### config.mk
export PLATFORM = sky130hd
export DESIGN_NAME = sha512hc_fifo
export DESIGN_NICKNAME = d
export VERILOG_FILES = /design/src/hw/rtl/sha512hc_pkg.sv /design/src/hw/rtl/sha512hc_fifo.sv
export SDC_FILE = /design/constraint.sdc
export NUM_CORES = 1
export LEC_CHECK = 0
export BUFFER_PORTS_ARGS = -buffer_cell sky130_fd_sc_hd__buf_2
export CAP_MARGIN = 0
export CORE_ASPECT_RATIO = 0.5
export CORE_MARGIN = 2
export CORE_UTILIZATION = 47
export DETAILED_ROUTE_END_ITERATION = 8
export PLACE_DENSITY_LB_ADDON = 0.12
export REMOVE_ABC_BUFFERS = 1
export SYNTH_ARGS = -nofsm -noshare
export SYNTH_HDL_FRONTEND = slang
export SYNTH_SLANG_ARGS = --single-unit
### constraint.sdc
create_clock -name clk_i -period 7.3 [get_ports clk_i]
set_input_delay 1.825 -clock clk_i [delete_from_list [all_inputs] [get_ports clk_i]]
set_output_delay 1.825 -clock clk_i [all_outputs]
set_load 0.01 [all_outputs]
### src/hw/rtl/sha512hc_pkg.sv
// ----------------------------------------------------------------------------
// sha512hc_pkg
// Shared types, constants and round functions of the SHA-512 hash core.
// ----------------------------------------------------------------------------
package sha512hc_pkg;

  typedef struct packed {
    logic [63:0] message_word;
    logic [3:0]  valid_bytes;
    logic        last_word;
  } in_item_t;

  typedef struct packed {
    logic [63:0] digest_word;
    logic [2:0]  digest_index;
    logic        digest_last;
  } out_item_t;

  // queued work for the back end
  typedef struct packed {
    logic [63:0] word;      // already masked and padded
    logic        last;
    logic        pad_next;  // full last word: padding byte goes in the next word
    logic [63:0] len_bits;
  } q_entry_t;

  typedef enum logic [4:0] {
    S_IDLE  = 5'b00001,
    S_PAD   = 5'b00010,
    S_ROUND = 5'b00100,
    S_ADD   = 5'b01000,
    S_OUT   = 5'b10000
  } state_e;

  localparam int unsigned QDepth = 2;
  localparam logic [63:0] PadWord = 64'h8000_0000_0000_0000;
  localparam logic [6:0]  LastRound = 7'd79;

  localparam logic [7:0][63:0] InitHash = {
    64'h5be0cd19137e2179, 64'h1f83d9abfb41bd6b, 64'h9b05688c2b3e6c1f,
    64'h510e527fade682d1, 64'ha54ff53a5f1d36f1, 64'h3c6ef372fe94f82b,
    64'hbb67ae8584caa73b, 64'h6a09e667f3bcc908
  };

  function automatic logic [63:0] rotr(input logic [63:0] x, input int unsigned n);
    rotr = (x >> n) | (x << (64 - n));
  endfunction

  function automatic logic [63:0] bsig0(input logic [63:0] x);
    bsig0 = rotr(x, 28) ^ rotr(x, 34) ^ rotr(x, 39);
  endfunction

  function automatic logic [63:0] bsig1(input logic [63:0] x);
    bsig1 = rotr(x, 14) ^ rotr(x, 18) ^ rotr(x, 41);
  endfunction

  function automatic logic [63:0] ssig0(input logic [63:0] x);
    ssig0 = rotr(x, 1) ^ rotr(x, 8) ^ (x >> 7);
  endfunction

  function automatic logic [63:0] ssig1(input logic [63:0] x);
    ssig1 = rotr(x, 19) ^ rotr(x, 61) ^ (x >> 6);
  endfunction

  function automatic logic [63:0] round_k(input logic [6:0] t);
    case (t)
      7'd0:  round_k = 64'h428a2f98d728ae22;  7'd1:  round_k = 64'h7137449123ef65cd;
      7'd2:  round_k = 64'hb5c0fbcfec4d3b2f;  7'd3:  round_k = 64'he9b5dba58189dbbc;
      7'd4:  round_k = 64'h3956c25bf348b538;  7'd5:  round_k = 64'h59f111f1b605d019;
      7'd6:  round_k = 64'h923f82a4af194f9b;  7'd7:  round_k = 64'hab1c5ed5da6d8118;
      7'd8:  round_k = 64'hd807aa98a3030242;  7'd9:  round_k = 64'h12835b0145706fbe;
      7'd10: round_k = 64'h243185be4ee4b28c;  7'd11: round_k = 64'h550c7dc3d5ffb4e2;
      7'd12: round_k = 64'h72be5d74f27b896f;  7'd13: round_k = 64'h80deb1fe3b1696b1;
      7'd14: round_k = 64'h9bdc06a725c71235;  7'd15: round_k = 64'hc19bf174cf692694;
      7'd16: round_k = 64'he49b69c19ef14ad2;  7'd17: round_k = 64'hefbe4786384f25e3;
      7'd18: round_k = 64'h0fc19dc68b8cd5b5;  7'd19: round_k = 64'h240ca1cc77ac9c65;
      7'd20: round_k = 64'h2de92c6f592b0275;  7'd21: round_k = 64'h4a7484aa6ea6e483;
      7'd22: round_k = 64'h5cb0a9dcbd41fbd4;  7'd23: round_k = 64'h76f988da831153b5;
      7'd24: round_k = 64'h983e5152ee66dfab;  7'd25: round_k = 64'ha831c66d2db43210;
      7'd26: round_k = 64'hb00327c898fb213f;  7'd27: round_k = 64'hbf597fc7beef0ee4;
      7'd28: round_k = 64'hc6e00bf33da88fc2;  7'd29: round_k = 64'hd5a79147930aa725;
      7'd30: round_k = 64'h06ca6351e003826f;  7'd31: round_k = 64'h142929670a0e6e70;
      7'd32: round_k = 64'h27b70a8546d22ffc;  7'd33: round_k = 64'h2e1b21385c26c926;
      7'd34: round_k = 64'h4d2c6dfc5ac42aed;  7'd35: round_k = 64'h53380d139d95b3df;
      7'd36: round_k = 64'h650a73548baf63de;  7'd37: round_k = 64'h766a0abb3c77b2a8;
      7'd38: round_k = 64'h81c2c92e47edaee6;  7'd39: round_k = 64'h92722c851482353b;
      7'd40: round_k = 64'ha2bfe8a14cf10364;  7'd41: round_k = 64'ha81a664bbc423001;
      7'd42: round_k = 64'hc24b8b70d0f89791;  7'd43: round_k = 64'hc76c51a30654be30;
      7'd44: round_k = 64'hd192e819d6ef5218;  7'd45: round_k = 64'hd69906245565a910;
      7'd46: round_k = 64'hf40e35855771202a;  7'd47: round_k = 64'h106aa07032bbd1b8;
      7'd48: round_k = 64'h19a4c116b8d2d0c8;  7'd49: round_k = 64'h1e376c085141ab53;
      7'd50: round_k = 64'h2748774cdf8eeb99;  7'd51: round_k = 64'h34b0bcb5e19b48a8;
      7'd52: round_k = 64'h391c0cb3c5c95a63;  7'd53: round_k = 64'h4ed8aa4ae3418acb;
      7'd54: round_k = 64'h5b9cca4f7763e373;  7'd55: round_k = 64'h682e6ff3d6b2b8a3;
      7'd56: round_k = 64'h748f82ee5defb2fc;  7'd57: round_k = 64'h78a5636f43172f60;
      7'd58: round_k = 64'h84c87814a1f0ab72;  7'd59: round_k = 64'h8cc702081a6439ec;
      7'd60: round_k = 64'h90befffa23631e28;  7'd61: round_k = 64'ha4506cebde82bde9;
      7'd62: round_k = 64'hbef9a3f7b2c67915;  7'd63: round_k = 64'hc67178f2e372532b;
      7'd64: round_k = 64'hca273eceea26619c;  7'd65: round_k = 64'hd186b8c721c0c207;
      7'd66: round_k = 64'heada7dd6cde0eb1e;  7'd67: round_k = 64'hf57d4f7fee6ed178;
      7'd68: round_k = 64'h06f067aa72176fba;  7'd69: round_k = 64'h0a637dc5a2c898a6;
      7'd70: round_k = 64'h113f9804bef90dae;  7'd71: round_k = 64'h1b710b35131c471b;
      7'd72: round_k = 64'h28db77f523047d84;  7'd73: round_k = 64'h32caab7b40c72493;
      7'd74: round_k = 64'h3c9ebe0a15c9bebc;  7'd75: round_k = 64'h431d67c49c100d4c;
      7'd76: round_k = 64'h4cc5d4becb3e42b6;  7'd77: round_k = 64'h597f299cfc657e2a;
      7'd78: round_k = 64'h5fcb6fab3ad6faec;  7'd79: round_k = 64'h6c44198c4a475817;
      default: round_k = '0;
    endcase
  endfunction

endpackage

### src/hw/rtl/sha512hc_fifo.sv
// ----------------------------------------------------------------------------
// sha512hc_fifo
// Short queue between the front end and the compression engine.
// ----------------------------------------------------------------------------
module sha512hc_fifo (
  input  logic                  clk_i,
  input  logic                  rst_ni,
  input  logic                  push_i,
  input  sha512hc_pkg::q_entry_t entry_i,
  output logic                  full_o,
  input  logic                  pop_i,
  output logic                  valid_o,
  output sha512hc_pkg::q_entry_t entry_o
);

  localparam int unsigned PtrW = $clog2(sha512hc_pkg::QDepth);

  sha512hc_pkg::q_entry_t mem_q [sha512hc_pkg::QDepth];
  logic [PtrW-1:0] wptr_q, rptr_q;
  logic [PtrW:0]   cnt_q;

  assign full_o  = (cnt_q == (PtrW+1)'(sha512hc_pkg::QDepth));
  assign valid_o = (cnt_q != '0);
  assign entry_o = mem_q[rptr_q];

  always_ff @(posedge clk_i) begin
    if (push_i) begin
      mem_q[wptr_q] <= entry_i;
    end
  end

  always_ff @(posedge clk_i or negedge rst_ni) begin
    if (!rst_ni) begin
      wptr_q <= '0;
      rptr_q <= '0;
      cnt_q  <= '0;
    end else begin
      if (push_i) begin
        wptr_q <= wptr_q + 1'b1;
      end
      if (pop_i) begin
        rptr_q <= rptr_q + 1'b1;
      end
      cnt_q <= cnt_q + (PtrW+1)'(push_i) - (PtrW+1)'(pop_i);
    end
  end

endmodule

==> impl_metrics.env <==
export IMPL_grt_antenna_before_repair=6
export IMPL_nets=837
export IMPL_setup_worst_path_end_class="output pin"
export IMPL_timing_max_cap_violations=0
export IMPL_tightest_slew_ps=1030
export IMPL_max_slew_margin_pct=31.2
export IMPL_final_setup_viol_count=0
export IMPL_vias_per_cell=4.84
export IMPL_top_post_synthesis_cells_by_area="edfxtp_1, mux2_4, mux2_2, buf_6, dfrtp_1"
export IMPL_fp_dieW_um=210
export IMPL_globalRouteOverflowTotal=0
export IMPL_synth_largest_area_cell="edfxtp_1"
export IMPL_postSynthRegisterBits=264
export IMPL_insertion_delay_ps=510
export IMPL_post_detailed_route_count_of_antenna_violating_nets=0
export IMPL_synthDistinctLibCells=14
export IMPL_cts_clk_slew_worst_paths_ps=60
export IMPL_holdBufCountCts=0
export IMPL_port_buffers=265
export IMPL_tritoncts="done"
export IMPL_skew_ps=7.13
export IMPL_numClockSinks=264
export IMPL_cts_max_level=1
export IMPL_finalWorstPathRequiredPeriod_ps=4540
export IMPL_drt_pass1_iterations=4
export IMPL_syn_avg_cell_area_um2=23.7
export IMPL_cpMaxStageDelayCell="dfrtp_4"
export IMPL_hold_viol=0
export IMPL_clk_path_buf_depth=3
export IMPL_vdd_ir_drop_max_v=0.000262
export IMPL_placementRows=37
export IMPL_grt_pass1_wl_mm=27.8
export IMPL_total_vias_in_the_final_route=4823
export IMPL_min_delay_path_class="reg2reg"
export IMPL_number_of_global_route_vias_before_repair=4978
export IMPL_post_cts_resized=0
export IMPL_synth_seq_area_share_pct=79.4
export IMPL_start_kind="register"
export IMPL_setup_repair_after_global_routing_missed_its_margin="false"
export IMPL_synth_top_family_by_area="multiplexers"
export IMPL_status="finished, final reports clean"
export IMPL_synth_simple_area_share_pct=0.251
export IMPL_synthesized_netlist_cell_count=420
export IMPL_worst_path_largest_cell_delay_ps=990
export IMPL_die_area_um2=22400
export IMPL_grt_usage_pct=16.4
export IMPL_grt_max_degree=79
export IMPL_p_leak_nw=4.92
export IMPL_proportion_of_netlist_area_held_by_the_largest_area_contributor_pct=78.4
export IMPL_cp_required_ps=5480
export IMPL_total_power_mw=4.91
export IMPL_crit_chain="buf_12 -> mux2_2 -> buf_2"
export IMPL_synth_compound_area_share_pct=0
export IMPL_synthXorXnorAreaFrac_pct=0.415
export IMPL_io_pins=266
export IMPL_clock_root_buffer="clkbuf_16"
export IMPL_setup_worst_path_class="reg2out"
export IMPL_drt_wirelength_per_cell_um=19.1
export IMPL_hpwl_mm=12.6
export IMPL_synthAdderAreaFrac_pct=0.251
export IMPL_gp_congestion=0.740
export IMPL_synth_area_mux_share_pct=18.1
export IMPL_drc_errors=0
export IMPL_utilization_pct=60.1
export IMPL_min_period_over_period_pct=62.2
export IMPL_cp_data_arrival_time_ps=2710
export IMPL_maxClockFrequency_ghz=0.220
export IMPL_post_cts_setup_buffer_count=0
export IMPL_routed_wl_mm=19.0
export IMPL_synthToLayoutAreaGrowth_pct=24.6
export IMPL_final_number_of_max_transition_violations=0
export IMPL_layout_commonest_cell="buf_2"
export IMPL_power_density_nw_per_um2=396
export IMPL_die_h_um=107
export IMPL_yosys_warnings=0
export IMPL_syn_area_um2=9960
export IMPL_layout_drive_gt1_share_pct=61.2
export IMPL_drt_first_iter_violations=258
export IMPL_initial_core_util_pct=48.2
export IMPL_core_um2=20600
export IMPL_timing_critical_path_fanout_max=78
export IMPL_mostFrequentLayoutCells="buf_2, edfxtp_1, mux2_4, mux2_2, clkbuf_16"
export IMPL_numCtsBuffers=24
[stage by stage]
stage          area, um2  hold WS (ps)  instances  TNS (ps)  setup WS (ps)
2_1_floorplan       9810           455        405   -103340           -795
3_3_place_gp       11500           531        948         0           3280
3_5_place_dp       11500           531        948         0           3260
4_1_cts            12400           544        992         0           2700
5_1_grt            12400           575        994         0           2660
6_report           12400           544        996         0           2760
[worst max-delay path, delay by kind of cell, from the launching register on]
family,cells,cell delay [ps]
buf+inv,2,700
flops,1,990
mux,1,410
[synth_stat cells]
cell type	instances
ha_1	2
buf_6	10
xor3_1	1
inv_1	2
xor2_1	2
nor2b_1	2
and2_1	1
dfrtp_1	4
buf_8	1
mux2_4	90
edfxtp_1	260
mux2_2	40
buf_2	4
or2_2	1
[final timing paths]
path | endpoint | slack (ps) | start | depth (start not counted)
max | entry_o[123] | 2760 | rptr_q$_DFFE_PN0P_ | 3
min | wptr_q$_DFFE_PN0P_ | 540 | wptr_q$_DFFE_PN0P_ | 1
max reg2reg | mem_q[0][36]$_DFFE_PP_ | 5180 | wptr_q$_DFFE_PN0P_ | 2
min reg2reg | wptr_q$_DFFE_PN0P_ | 540 | wptr_q$_DFFE_PN0P_ | 1
max in group asynchronous | rptr_q$_DFFE_PN0P_ | 6050 | rst_ni | 1
min in group asynchronous | cnt_q[0]$_DFF_PN0_ | 1110 | rst_ni | 1
[kinds of logic (layout without fill, tap and decap cells)]
| kind of cell | count (synthesis) | in the layout |
|---|---|---|
| flip-flops | 264 | 264 |
| adder cells (fa/ha/maj) | 2 | 2 |
| XOR/XNOR | 3 | 3 |
| buffers and inverters | 17 | 316 |
| AND/OR/NAND/NOR | 4 | 4 |
| multiplexers | 130 | 130 |
| other | 0 | 4 |
[power breakdown]
group	total [mW]	internal [mW]	switching (mW)
clock	1.34	0.806	0.534
sequential	2.15	2.01	0.139
combinational	1.41	0.724	0.687
total	4.91	3.54	1.36
[final cells by class]
type | count | area, um2
inverters | 2 | 7.51
flip-flops and latches | 264 | 7910
clock buffers | 29 | 641
repair buffers | 270 | 1380
well taps | 273 | 342
diodes | 4 | 10.0
fillers | 1550 | 8250
multi-input cells | 139 | 1900
clock inverters | 15 | 210
[per-layer routing]
| metal | track usage [%] | up-vias | wire, um |
|---|---|---|---|
| met4 | 5.07 | 2 | 490 |
| met2 | 27.9 | 136 | 9360 |
| met5 | 0 | - | 14 |
| met1 | 20.7 | 2397 | 7970 |
| met3 | 4.45 | 40 | 1190 |
| li1 | - | 2248 | - |
[registers in the layout, indices dropped and copies added (netlist names)]
name / flops
cnt_q: 2
wptr_q: 1
mem_q: 260
rptr_q: 1
No activity file was read; power rests on OpenSTA's default activity.
