### config.mk
export PLATFORM = sky130hd
export DESIGN_NAME = sha512hc_front
export DESIGN_NICKNAME = d
export VERILOG_FILES = /design/src/hw/rtl/sha512hc_pkg.sv /design/src/hw/rtl/sha512hc_front.sv
export SDC_FILE = /design/constraint.sdc
export NUM_CORES = 1
export LEC_CHECK = 0
export ABC_AREA = 1
export BUFFER_PORTS_ARGS = -buffer_cell sky130_fd_sc_hd__buf_4
export CAP_MARGIN = 30
export CORE_ASPECT_RATIO = 1.1
export CORE_UTILIZATION = 41
export DETAILED_ROUTE_END_ITERATION = 10
export PLACE_DENSITY = 0.81
export SLEW_MARGIN = 20
export SYNTH_ARGS = -nofsm -noshare
export SYNTH_HDL_FRONTEND = slang
export SYNTH_SLANG_ARGS = --single-unit
### constraint.sdc
create_clock -name clk_i -period 2.3 [get_ports clk_i]
set_input_delay 0.345 -clock clk_i [delete_from_list [all_inputs] [get_ports clk_i]]
set_output_delay 0.345 -clock clk_i [all_outputs]
set_load 0.02 [all_outputs]
### src/hw/rtl/sha512hc_pkg.sv
// ----------------------------------------------------------------------------
// sha512hc_pkg
// Shared types, constants and round functions of the SHA-512 hash core.
// ----------------------------------------------------------------------------
package sha512hc_pkg;

  typedef struct packed {
    logic [63:0] message_word;
    logic [3:0]  valid_bytes;
    logic        last_word;
  } in_item_t;

  typedef struct packed {
    logic [63:0] digest_word;
    logic [2:0]  digest_index;
    logic        digest_last;
  } out_item_t;

  // queued work for the back end
  typedef struct packed {
    logic [63:0] word;      // already masked and padded
    logic        last;
    logic        pad_next;  // full last word: padding byte goes in the next word
    logic [63:0] len_bits;
  } q_entry_t;

  typedef enum logic [4:0] {
    S_IDLE  = 5'b00001,
    S_PAD   = 5'b00010,
    S_ROUND = 5'b00100,
    S_ADD   = 5'b01000,
    S_OUT   = 5'b10000
  } state_e;

  localparam int unsigned QDepth = 2;
  localparam logic [63:0] PadWord = 64'h8000_0000_0000_0000;
  localparam logic [6:0]  LastRound = 7'd79;

  localparam logic [7:0][63:0] InitHash = {
    64'h5be0cd19137e2179, 64'h1f83d9abfb41bd6b, 64'h9b05688c2b3e6c1f,
    64'h510e527fade682d1, 64'ha54ff53a5f1d36f1, 64'h3c6ef372fe94f82b,
    64'hbb67ae8584caa73b, 64'h6a09e667f3bcc908
  };

  function automatic logic [63:0] rotr(input logic [63:0] x, input int unsigned n);
    rotr = (x >> n) | (x << (64 - n));
  endfunction

  function automatic logic [63:0] bsig0(input logic [63:0] x);
    bsig0 = rotr(x, 28) ^ rotr(x, 34) ^ rotr(x, 39);
  endfunction

  function automatic logic [63:0] bsig1(input logic [63:0] x);
    bsig1 = rotr(x, 14) ^ rotr(x, 18) ^ rotr(x, 41);
  endfunction

  function automatic logic [63:0] ssig0(input logic [63:0] x);
    ssig0 = rotr(x, 1) ^ rotr(x, 8) ^ (x >> 7);
  endfunction

  function automatic logic [63:0] ssig1(input logic [63:0] x);
    ssig1 = rotr(x, 19) ^ rotr(x, 61) ^ (x >> 6);
  endfunction

  function automatic logic [63:0] round_k(input logic [6:0] t);
    case (t)
      7'd0:  round_k = 64'h428a2f98d728ae22;  7'd1:  round_k = 64'h7137449123ef65cd;
      7'd2:  round_k = 64'hb5c0fbcfec4d3b2f;  7'd3:  round_k = 64'he9b5dba58189dbbc;
      7'd4:  round_k = 64'h3956c25bf348b538;  7'd5:  round_k = 64'h59f111f1b605d019;
      7'd6:  round_k = 64'h923f82a4af194f9b;  7'd7:  round_k = 64'hab1c5ed5da6d8118;
      7'd8:  round_k = 64'hd807aa98a3030242;  7'd9:  round_k = 64'h12835b0145706fbe;
      7'd10: round_k = 64'h243185be4ee4b28c;  7'd11: round_k = 64'h550c7dc3d5ffb4e2;
      7'd12: round_k = 64'h72be5d74f27b896f;  7'd13: round_k = 64'h80deb1fe3b1696b1;
      7'd14: round_k = 64'h9bdc06a725c71235;  7'd15: round_k = 64'hc19bf174cf692694;
      7'd16: round_k = 64'he49b69c19ef14ad2;  7'd17: round_k = 64'hefbe4786384f25e3;
      7'd18: round_k = 64'h0fc19dc68b8cd5b5;  7'd19: round_k = 64'h240ca1cc77ac9c65;
      7'd20: round_k = 64'h2de92c6f592b0275;  7'd21: round_k = 64'h4a7484aa6ea6e483;
      7'd22: round_k = 64'h5cb0a9dcbd41fbd4;  7'd23: round_k = 64'h76f988da831153b5;
      7'd24: round_k = 64'h983e5152ee66dfab;  7'd25: round_k = 64'ha831c66d2db43210;
      7'd26: round_k = 64'hb00327c898fb213f;  7'd27: round_k = 64'hbf597fc7beef0ee4;
      7'd28: round_k = 64'hc6e00bf33da88fc2;  7'd29: round_k = 64'hd5a79147930aa725;
      7'd30: round_k = 64'h06ca6351e003826f;  7'd31: round_k = 64'h142929670a0e6e70;
      7'd32: round_k = 64'h27b70a8546d22ffc;  7'd33: round_k = 64'h2e1b21385c26c926;
      7'd34: round_k = 64'h4d2c6dfc5ac42aed;  7'd35: round_k = 64'h53380d139d95b3df;
      7'd36: round_k = 64'h650a73548baf63de;  7'd37: round_k = 64'h766a0abb3c77b2a8;
      7'd38: round_k = 64'h81c2c92e47edaee6;  7'd39: round_k = 64'h92722c851482353b;
      7'd40: round_k = 64'ha2bfe8a14cf10364;  7'd41: round_k = 64'ha81a664bbc423001;
      7'd42: round_k = 64'hc24b8b70d0f89791;  7'd43: round_k = 64'hc76c51a30654be30;
      7'd44: round_k = 64'hd192e819d6ef5218;  7'd45: round_k = 64'hd69906245565a910;
      7'd46: round_k = 64'hf40e35855771202a;  7'd47: round_k = 64'h106aa07032bbd1b8;
      7'd48: round_k = 64'h19a4c116b8d2d0c8;  7'd49: round_k = 64'h1e376c085141ab53;
      7'd50: round_k = 64'h2748774cdf8eeb99;  7'd51: round_k = 64'h34b0bcb5e19b48a8;
      7'd52: round_k = 64'h391c0cb3c5c95a63;  7'd53: round_k = 64'h4ed8aa4ae3418acb;
      7'd54: round_k = 64'h5b9cca4f7763e373;  7'd55: round_k = 64'h682e6ff3d6b2b8a3;
      7'd56: round_k = 64'h748f82ee5defb2fc;  7'd57: round_k = 64'h78a5636f43172f60;
      7'd58: round_k = 64'h84c87814a1f0ab72;  7'd59: round_k = 64'h8cc702081a6439ec;
      7'd60: round_k = 64'h90befffa23631e28;  7'd61: round_k = 64'ha4506cebde82bde9;
      7'd62: round_k = 64'hbef9a3f7b2c67915;  7'd63: round_k = 64'hc67178f2e372532b;
      7'd64: round_k = 64'hca273eceea26619c;  7'd65: round_k = 64'hd186b8c721c0c207;
      7'd66: round_k = 64'heada7dd6cde0eb1e;  7'd67: round_k = 64'hf57d4f7fee6ed178;
      7'd68: round_k = 64'h06f067aa72176fba;  7'd69: round_k = 64'h0a637dc5a2c898a6;
      7'd70: round_k = 64'h113f9804bef90dae;  7'd71: round_k = 64'h1b710b35131c471b;
      7'd72: round_k = 64'h28db77f523047d84;  7'd73: round_k = 64'h32caab7b40c72493;
      7'd74: round_k = 64'h3c9ebe0a15c9bebc;  7'd75: round_k = 64'h431d67c49c100d4c;
      7'd76: round_k = 64'h4cc5d4becb3e42b6;  7'd77: round_k = 64'h597f299cfc657e2a;
      7'd78: round_k = 64'h5fcb6fab3ad6faec;  7'd79: round_k = 64'h6c44198c4a475817;
      default: round_k = '0;
    endcase
  endfunction

endpackage

### src/hw/rtl/sha512hc_front.sv
// ----------------------------------------------------------------------------
// sha512hc_front
// Accepts message items, keeps the byte count, masks the tail and places the
// padding byte, then queues the word for the compression engine.
// ----------------------------------------------------------------------------
module sha512hc_front (
  input  logic                  clk_i,
  input  logic                  rst_ni,
  input  logic                  in_valid_i,
  output logic                  in_stall_o,
  input  sha512hc_pkg::in_item_t in_item_i,
  input  logic                  q_full_i,
  output logic                  q_push_o,
  output sha512hc_pkg::q_entry_t q_entry_o
);

  logic [60:0] cnt_q, cnt_d;
  logic [3:0]  nb;
  logic [60:0] cnt_sum;
  logic [63:0] word;

  assign in_stall_o = q_full_i;
  assign q_push_o   = in_valid_i && !q_full_i;

  always_comb begin
    if (!in_item_i.last_word || in_item_i.valid_bytes > 4'd8) begin
      nb = 4'd8;
    end else begin
      nb = in_item_i.valid_bytes;
    end
    cnt_sum = cnt_q + 61'(nb);
    for (int b = 0; b < 8; b++) begin
      if (4'(b) < nb) begin
        word[63 - 8*b -: 8] = in_item_i.message_word[63 - 8*b -: 8];
      end else if (4'(b) == nb) begin
        word[63 - 8*b -: 8] = 8'h80;
      end else begin
        word[63 - 8*b -: 8] = 8'h00;
      end
    end
    if (!in_item_i.last_word) begin
      word = in_item_i.message_word;
    end
    q_entry_o.word     = word;
    q_entry_o.last     = in_item_i.last_word;
    q_entry_o.pad_next = in_item_i.last_word && (nb == 4'd8);
    q_entry_o.len_bits = {cnt_sum, 3'b000};
    cnt_d = cnt_q;
    if (q_push_o) begin
      cnt_d = in_item_i.last_word ? '0 : cnt_sum;
    end
  end

  always_ff @(posedge clk_i or negedge rst_ni) begin
    if (!rst_ni) begin
      cnt_q <= '0;
    end else begin
      cnt_q <= cnt_d;
    end
  end

endmodule

==> impl_metrics.yaml, run 1 <==
clock_network:
  cts_buffers: 9
  clockBufferDepth: 2
  hold_buffers: 0
  clock_latency_ps: 350
  cts_root_buffer: "clkbuf_16"
  numClockSinks: 61
  cts-htree-levels: 3
  cts_tree: "done"
  path_clk_slew_ps: 60
yosys:
  synthXorXnorAreaFrac: 0.06351
  synth_cells: 875
  ys_top_cells_by_area: "dfrtp_1 (29%), nand2_1 (20%), inv_1 (12%), nor2_1 (8.8%), nand3_1 (5.6%)"
  synth_area_per_cell_um2: 5.944
  synth_top_area_frac: 0.2935
  yosys_register_bits: 61
  synthSimpleGateAreaFrac: 0.4580
  synth_flop_cell: "dfrtp_1"
  synth_top_family_by_area: "simple AND/OR/NAND/NOR gates"
  async_reset_ff_frac: 1.000
  synth_compound_area_frac: 0.03608
  synthMuxAreaShare: 0
  synth_cell_type_count: 39
  synth_area_um2: 5201
  synth_top_area_cell: "dfrtp_1"
  synth_edf_count: 0
  synth_fa_ha_area_frac: 0.007217
  synth_seq_area_share: 0.2935
  yosysWarnings: 0
floorplan:
  initial_core_util: 0.4266
  die_area_um2: 13140
  rows: 42
  core_um2: 12190
  die_y_um: 120.1
  fp.dieW_um: 109.4
  pin_count: 205
routing:
  wl_per_cell_um: 21.30
  wl_mm: 29.66
  drcViolationCount: 0
  drt_iter0_drc: 1070
  dr.pass1.iters: 8
  drtAntennaViolNets: 0
  vias: 8036
  vias_per_cell: 5.769
sta:
  worst_slew_margin_rel: 0.2251
  fin_crit_sh: 1.373
  fmax_mhz: 316.7
  slew_viol_final: 0
  min_period_ps: 3158
  tightest_slew_ps: 1158
  setup_viol: 62
  finalHoldViolations: 0
  fin_ws_ps: -857.7
  rsz0062_at_grt: "yes"
  final.setup_skew_ps: 7.086
  hold_slack_ps: 109.0
cells_and_area:
  nets: 1310
  largestRegisters: "cnt_q (61)"
  largest_reg_flops: 61
  drive_gt1_frac: 0.5065
  fillCellCount: 761
  top_register: "cnt_q"
  design_area_um2: 9972
  areaGrowthSynthToFinish_pct: 91.72
pwr:
  power_density_nw_per_um2: 360.1
  cellLeakagePower_uw: 0.005231
  ir_drop_mv: 0.3139
place:
  io_buffers: 201
  pre_cts_ws_ps: -392.1
  finalWeightedCongestion: 1.032
  placed_cell_area_um2: 7533
  dp.final_hpwl_mm: 16.79
global_route:
  grt_overflow: 0
  grt_max_degree: 62
  grt_pass1_vias: 7009
  grt_antenna_before_repair: 1
  grt_pass1_wl_mm: 36.50
  grt_usage: 0.3726
job:
  maxCapViolations: 0
worst_setup_path:
  worst-r2r-cell-count: 16
  arrival_ps: 2810
  cp_data_required_time_ps: 1960
  crit_fanout: 5
  critPathCaptureType: "output pin"
  cp-start-kind: "flop"
  path_class: "flop to output pin"
run_status:
  status: "complete, but fails checks"
  violations: "setup timing"
worst_hold_path:
  hp-class: "input port to async pin"
-- timing repair --
item,in CTS,in global routing
pin swaps,63,65
buffers inserted,42,37
setup endpoints to repair,65,62
resized for setup,226,155
-- report_power, final --
part           total [uW]  internal [uW]  switching, uW
clock network        1340            811            527
logic                1120            507            615
registers            1130           1100           32.3
total                3590           2420           1170
-- metrics by stage --
| stage | instances | utilization | TNS (ps) | total power (uW) |
|---|---|---|---|---|
| 6_report | 1393 | 0.8179 | -19660 | 3591 |
| 5_1_grt | 1393 | 0.8179 | -23030 | 3680 |
| 4_1_cts | 1355 | 0.7430 | -6901 | 3403 |
| 3_5_place_dp | 1298 | 0.6179 | -15550 | 1975 |
| 3_3_place_gp | 1298 | 0.6179 | -11520 | 1968 |
| 2_1_floorplan | 877 | - | -156.7 | 1519 |
-- area by class of cell --
| type | count | area [um^2] | share of cell area |
|---|---|---|---|
| clock buffers | 14 | 274.0 | 0.02748 |
| repair buffers | 366 | 3134 | 0.3143 |
| inverters | 168 | 638.1 | 0.06399 |
| flip-flops and latches | 61 | 1535 | 0.1540 |
| clock inverters | 1 | 5.005 | 0.0005019 |
| diodes | 1 | 2.502 | 0.0002509 |
| well taps | 154 | 192.7 | 0.01932 |
| multi-input cells | 628 | 4190 | 0.4202 |
-- worst paths after layout --
check / start / end / slack, ps
setup / recovery: cnt_q[8] / q_entry_o[50] / -860
hold reg to reg: cnt_q[56] / cnt_q[56] / 520
max in group asynchronous: rst_ni / cnt_q[8] / 1570
hold / removal: rst_ni / cnt_q[41] / 110
min in group clk_i: q_full_i / cnt_q[1] / 460
setup reg to reg: cnt_q[10] / cnt_q[41] / -280
-- layer usage --
metal  GRT usage  vias up  wire length, um  part of all wire
li1            -     3372                -                 -
met1      0.3940     3687             8832              0.30
met2      0.6411      706            13720              0.46
met3      0.1092      269             4306              0.15
met4      0.2300        2             2758             0.093
met5           0        -               43            0.0014
-- cells in the mapped netlist (all sizes together), types with 3 or more instances --
| master | instances |
|---|---|
| o22ai | 5 |
| xnor2 | 6 |
| nand4 | 36 |
| nor2 | 125 |
| nor4 | 9 |
| and3 | 3 |
| nand3 | 59 |
| xor2 | 30 |
| ha | 3 |
| o21ai | 24 |
| inv | 165 |
| nand3b | 3 |
| clkbuf | 12 |
| or2 | 3 |
| buf | 8 |
| and2 | 6 |
| nand2 | 291 |
| nor3 | 17 |
| clkinv | 3 |
| dfrtp | 61 |
-- logic make-up after synthesis --
kind of cell             Yosys count
AND/OR/NAND/NOR                  552
other                              1
flip-flops                        61
AO/OA/AOI/OAI                     34
XOR/XNOR                          36
buffers and inverters            188
adder cells (fa/ha/maj)            3
-- cell usage in the layout, fill, tap and decap left out, drive strengths merged, types with 4 or more instances in the layout --
master and count:
buf 366, nand2 291, inv 165, nor2 125, dfrtp 61, nand3 59, nand4 36, xor2 30
o21ai 24, nor3 17, clkbuf 14, nor4 9, and2 6, xnor2 6, o22ai 5, clkinv 4
-- critical path, stage by stage (launching register included) --
cell	delay [ps]
dfrtp_2	460
nand2_1	140
inv_1	280
nand2_4	150
nor2_1	910
nand3_2	190
nand2_2	120
nand2_2	80
buf_6	140
No activity file was read; power rests on OpenSTA's default activity.
==> run 2, diff against run 1 <==
- SETUP_SLACK_MARGIN: unset -> 0.3
==> run 2 against run 1 <==
  * The run still ends with setup timing left
  * Sequential share of layout area fell by 0.81 points
  * Highest routed layer unchanged
  * Via count increased by 3.1%
  * Cell area grew 5.8%
  * Sequential power is essentially flat
  * Critical path depth is the same
==> impl_metrics.yaml, run 2 (synthesis results as in run 1) <==
run_status:
  status: "complete, but fails checks"
  violations: "setup timing"
worst_setup_path:
  r2r-end: "cnt_q[60]"
  worst-r2r-cell-count: 14
  cp_cell_sequence: "nand2_1, inv_1, nand2_2, nor4_4, nand2_4, o21ai_2, and2_4, buf_6"
  critPathCaptureType: "output pin"
  crit_fanout: 5
  arrival_ps: 2550
  slowest_delay_ps: 470
  slowest_stage: "dfrtp_1"
  cp-start-kind: "flop"
  timing.critical_path.to: "q_entry_o[34]"
  path_class: "flop to output pin"
  crit_path_start: "cnt_q[9]"
  cp_data_required_time_ps: 1960
  reg2reg_slack_ps: -120
  reg2reg_from: "cnt_q[9]"
cells_and_area:
  areaGrowthSynthToFinish_pct: 102.8
  largest_reg_flops: 61
  nets: 1317
  final_cell_mix: "buf_4 (274), nand2_1 (194), inv_1 (135)"
  n_antenna_cell: 0
  mostFrequentLayoutCell: "buf_4"
  top_register: "cnt_q"
  instances_no_fill: 1400
  largestRegisters: "cnt_q (61)"
  drive_gt1_frac: 0.5449
sta:
  hold_slack_ps: 116.7
  setup_viol: 63
  fin_crit_sh: 1.259
  finalHoldViolations: 0
  rsz0062_at_grt: "yes"
  worst_slew_margin_rel: 0.4086
  fin_ws_ps: -595.9
  min_period_ps: 2896
  tightest_slew_ps: 887.1
  final.setup_skew_ps: 15.07
  fmax_mhz: 345.3
  slew_viol_final: 0
routing:
  wl_mm: 33.30
  drtAntennaViolNets: 0
  drt_iter0_drc: 1232
  vias_per_cell: 5.921
  drcViolationCount: 0
  vias: 8289
  dr.pass1.iters: 7
  wl_per_cell_um: 23.79
clock_network:
  clock_latency_ps: 360
  clockBufferDepth: 2
  cts_buffers: 9
  numClockSinks: 61
  cts-htree-levels: 3
  cts_root_buffer: "clkbuf_16"
  path_clk_slew_ps: 70
  cts_tree: "done"
global_route:
  grt_max_degree: 62
  grt_pass1_wl_mm: 40.60
  grt_overflow: 0
  grt_usage: 0.4205
  grt_pass1_vias: 7510
  grt_antenna_before_repair: 1
job:
  maxCapViolations: 0
place:
  io_buffers: 201
  dp.final_hpwl_mm: 18.44
  placed_cells: 1311
  finalWeightedCongestion: 0.9689
pwr:
  pwr-share-clk: 0.426
  cellLeakagePower_uw: 0.005436
  seqPwrFrac: 0.283
  p_int_uw: 2750
  p_switching_uw: 1260
  power_density_nw_per_um2: 380.1
  p_sw_frac: 0.3143
  ir_drop_mv: 0.3800
  combPwrFrac: 0.291
floorplan:
  die_y_um: 120.1
  die_area_um2: 13140
  fp.dieW_um: 109.4
  rows: 42
  initial_core_util: 0.4266
  core_um2: 12190
  pin_count: 205
worst_hold_path:
  hp-class: "input port to async pin"
## run 2: cell types whose count changed in the layout (fill, tap and decap cells not counted), moves of 4 or more
cell     previous run  this run
nand2_4            24        35
buf_8               1         5
xor2_2             18        10
nor2_2             22        27
nand3_2            19        23
nand3_1            36        31
nand2_8             2         7
nand2_2            50        55
nand2_1           215       194
nor2_1             84        79
xor2_4             11        19
## run 2: critical path: cells and delay by family, from the launching register on
family,cells,cell delay (ps)
and+or+nand+nor,5,1130
DFF,1,470
buffers and inverters,2,390
AOI/OAI and AO/OA,1,200
## run 2: worst min-delay path by stage
| stage | startpoint | endpoint | slack, ps | depth (start not counted) |
|---|---|---|---|---|
| CTS | rst_ni | cnt_q[42] | 150 | 1 |
| finish | rst_ni | cnt_q[45] | 120 | 1 |
| detailed placement | cnt_q[56] | cnt_q[56] | 480 | 2 |
| global placement | cnt_q[56] | cnt_q[56] | 470 | 2 |
| global route | rst_ni | cnt_q[42] | 190 | 1 |
| floorplan | rst_ni | cnt_q[0] | 50 | 0 |
## run 2: power groups by stage
stage | Sequential (uW) | Combinational, uW | Clock (uW)
6_report | 1130 | 1170 | 1710
3_5_place_dp | 1140 | 876 | 0
3_3_place_gp | 1140 | 871 | 0
4_1_cts | 1130 | 987 | 1660
2_1_floorplan | 1130 | 414 | 0
5_1_grt | 1140 | 1210 | 1750
## run 2: timing repair
item,CTS,global route
pin swaps,73,65
buffers inserted,36,37
gates resized for setup,202,164
hold buffers,0,0
setup endpoints to repair,102,111
## run 2: routing by layer
| metal | vias to the layer above | global-route usage | share of wire |
|---|---|---|---|
| li1 | 3397 | - | - |
| met1 | 3744 | 0.4645 | 0.30 |
| met2 | 788 | 0.6887 | 0.44 |
| met3 | 354 | 0.1059 | 0.15 |
| met4 | 6 | 0.3117 | 0.11 |
| met5 | - | 0 | 0.0043 |
## run 2: final cells by class
cell class / instances / area [um^2]
Clock buffer: 13 / 270.3
Sequential cell: 61 / 1539
Timing Repair Buffer: 373 / 3234
Fill cell: 648 / 1642
Tap cell: 154 / 192.7
Clock inverter: 3 / 90.09
Multi-Input combinational cell: 628 / 4577
Inverter: 168 / 646.9
## run 2: per-stage QoR
step,setup slack [ps],util,area [um^2],power [uW],TNS [ps]
after floorplan,55.43,-,5822,1547,0
after global placement,-219.9,0.6725,8199,2011,-5865
after detailed placement,-253.7,0.6725,8199,2016,-7696
after CTS,-175.3,0.7882,9609,3776,-5660
after global routing,-651.6,0.8654,10550,4095,-26810
final,-595.9,0.8654,10550,4010,-22210
==> run 3, diff against run 2 <==
- CELL_PAD_IN_SITES_DETAIL_PLACEMENT: unset -> 1
- CELL_PAD_IN_SITES_GLOBAL_PLACEMENT: unset -> 1
- CORE_UTILIZATION: 41 -> 30
- CTS_CLUSTER_DIAMETER: unset -> 150
- PLACE_DENSITY: 0.81 -> 0.88
==> run 3 against run 2 <==
  * Critical path type unchanged
  * Wire length increased by 26%
  * First-iteration DRC count fell by 45%
  * Maximum frequency decreased by 9.6%
  * Global-route usage fell by 5.0 points
  * Via count increased by 4.5%
  * Register-to-register slack worse by 200 ps
  * Clock power fell by 19%
  * Sequential share of layout area is 0.45 points lower
  * The run still ends with setup timing left
==> impl_metrics.yaml, run 3 (synthesis results as in run 1) <==
routing:
  vias_per_cell: 5.766
  drt_iter0_drc: 680
  vias: 8660
  wl_mm: 41.82
  drtAntennaViolNets: 0
  dr.pass1.iters: 5
  wl_per_cell_um: 27.84
  drcViolationCount: 0
clock_network:
  cts_root_buffer: "clkbuf_16"
  cts_tree: "done"
  numClockSinks: 61
  hold_buffers: 0
  clock_latency_ps: 360
  path_clk_slew_ps: 60
  cts_buffers: 9
  clockBufferDepth: 2
  cts-htree-levels: 3
global_route:
  use_met2: 0.6488
  grt_pass1_wl_mm: 48.81
  grt_antenna_before_repair: 0
  met3_usage: 0.09817
  busiest_layer: "met2"
  met1_usage: 0.3554
  grt_overflow: 0
  grt_pass1_vias: 8563
  grt_usage: 0.3700
  grt_max_degree: 62
worst_setup_path:
  crit_path_start: "cnt_q[34]"
  slowest_stage: "nor4_2"
  cp_top_family: "simple AND/OR/NAND/NOR gates"
  path_class: "flop to output pin"
  slowest_delay_ps: 760
  worst-path-buf-inv: 4
  arrival_ps: 2860
  critPathCaptureType: "output pin"
  cp-start-kind: "flop"
  reg2reg_slack_ps: -320
  cp_data_required_time_ps: 1960
  crit_fanout: 4
  reg2reg_from: "cnt_q[21]"
  cp_cell_sequence: "buf_4, nand4_1, nor2_1, inv_1, nor4_2, buf_4, nand2_1, nand2_1, nand2_2, buf_6"
sta:
  setup_viol: 78
  finalHoldViolations: 0
  slew_viol_final: 0
  fin_crit_sh: 1.393
  tightest_slew_ps: 928.3
  fin_ws_ps: -903.2
  fmax_mhz: 312.2
  rsz0062_at_grt: "yes"
  final.setup_skew_ps: 10.42
  min_period_ps: 3203
  worst_slew_margin_rel: 0.3811
place:
  io_buffers: 201
  pre_cts_ws_ps: -304.7
  finalWeightedCongestion: 0.9116
  dp.final_hpwl_mm: 19.75
pwr:
  power.total_uw: 3702
  cellLeakagePower_uw: 0.005573
  ir_drop_mv: 0.4590
  power_density_nw_per_um2: 339.9
cells_and_area:
  postLayoutCoreUtil: 0.6401
  mostFrequentLayoutCell: "buf_4"
  largestRegisters: "cnt_q (61)"
  nets: 1341
  drive_gt1_frac: 0.5789
  final_cell_mix: "buf_4 (292), nand2_1 (183), inv_1 (130)"
  top_register: "cnt_q"
  n_antenna_cell: 0
  fillCellCount: 2045
  largest_reg_flops: 61
  areaGrowthSynthToFinish_pct: 109.4
floorplan:
  die_area_um2: 17870
  rows: 50
  fp.dieW_um: 127.5
  pin_count: 205
  die_y_um: 140.1
  initial_core_util: 0.3057
  core_um2: 17020
run_status:
  violations: "setup timing"
  status: "complete, but fails checks"
job:
  maxCapViolations: 0
worst_hold_path:
  hp-class: "input port to async pin"
-- run 3: changes by cell type in the layout (fill, tap and decap cells not counted), moves of 9 or more --
cell     before  now
nand3_1      31   22
buf_4       274  292
nand2_4      35   26
nand2_1     194  183
nand2_2      55   76
-- run 3: metrics by stage --
stage / instances / setup TNS [ps] / hold WS [ps] / instance area (um^2)
floorplan: 877 / 0 / 49.41 / 5822
global placement: 1382 / -6220 / 466.0 / 8207
detailed placement: 1382 / -9686 / 479.9 / 8207
CTS: 1453 / -7125 / 146.6 / 9738
global route: 1502 / -30050 / 168.2 / 10890
finish: 1502 / -29780 / 122.5 / 10890
-- run 3: cell type report --
class / instances / area [um^2] / share of cell area
Inverter: 168 / 645.6 / 0.05927
Clock inverter: 1 / 5.005 / 0.0004595
Tap cell: 234 / 292.8 / 0.02688
Multi-Input combinational cell: 628 / 4696 / 0.4311
Sequential cell: 61 / 1540 / 0.1414
Timing Repair Buffer: 397 / 3433 / 0.3152
Clock buffer: 13 / 280.3 / 0.02573
-- run 3: power breakdown --
part	total (uW)	internal (uW)	switching, uW
clock	1390	834	560
combinational	1170	514	658
sequential	1130	1100	36.9
total	3700	2450	1260
-- run 3: worst register-to-register path: cells and delay by family, from the launching register on --
| family | cells | cell delay, ps |
|---|---|---|
| and+or+nand+nor | 4 | 790 |
| DFF | 1 | 450 |
| buffers and inverters | 10 | 1210 |
| AOI/OAI and AO/OA | 1 | 70 |
-- run 3: repair_timing --
item,in CTS,in global routing
gates resized for setup,212,200
endpoints found under the setup margin,76,114
pin swaps,86,94
buffers inserted,57,49
cloned,0,0
-- run 3: layer usage --
layer,part of all wire,wire [um]
met1,0.32,13290
met2,0.47,19850
met3,0.099,4122
met4,0.11,4557
met5,0,0
-- run 3: final timing paths --
| path | cells after the start | end |
|---|---|---|
| setup / recovery | 10 | q_entry_o[53] |
| hold / removal | 1 | cnt_q[37] |
| setup reg to reg | 15 | cnt_q[23] |
| hold reg to reg | 2 | cnt_q[56] |
| max in group asynchronous | 1 | cnt_q[9] |
| min in group clk_i | 5 | cnt_q[1] |
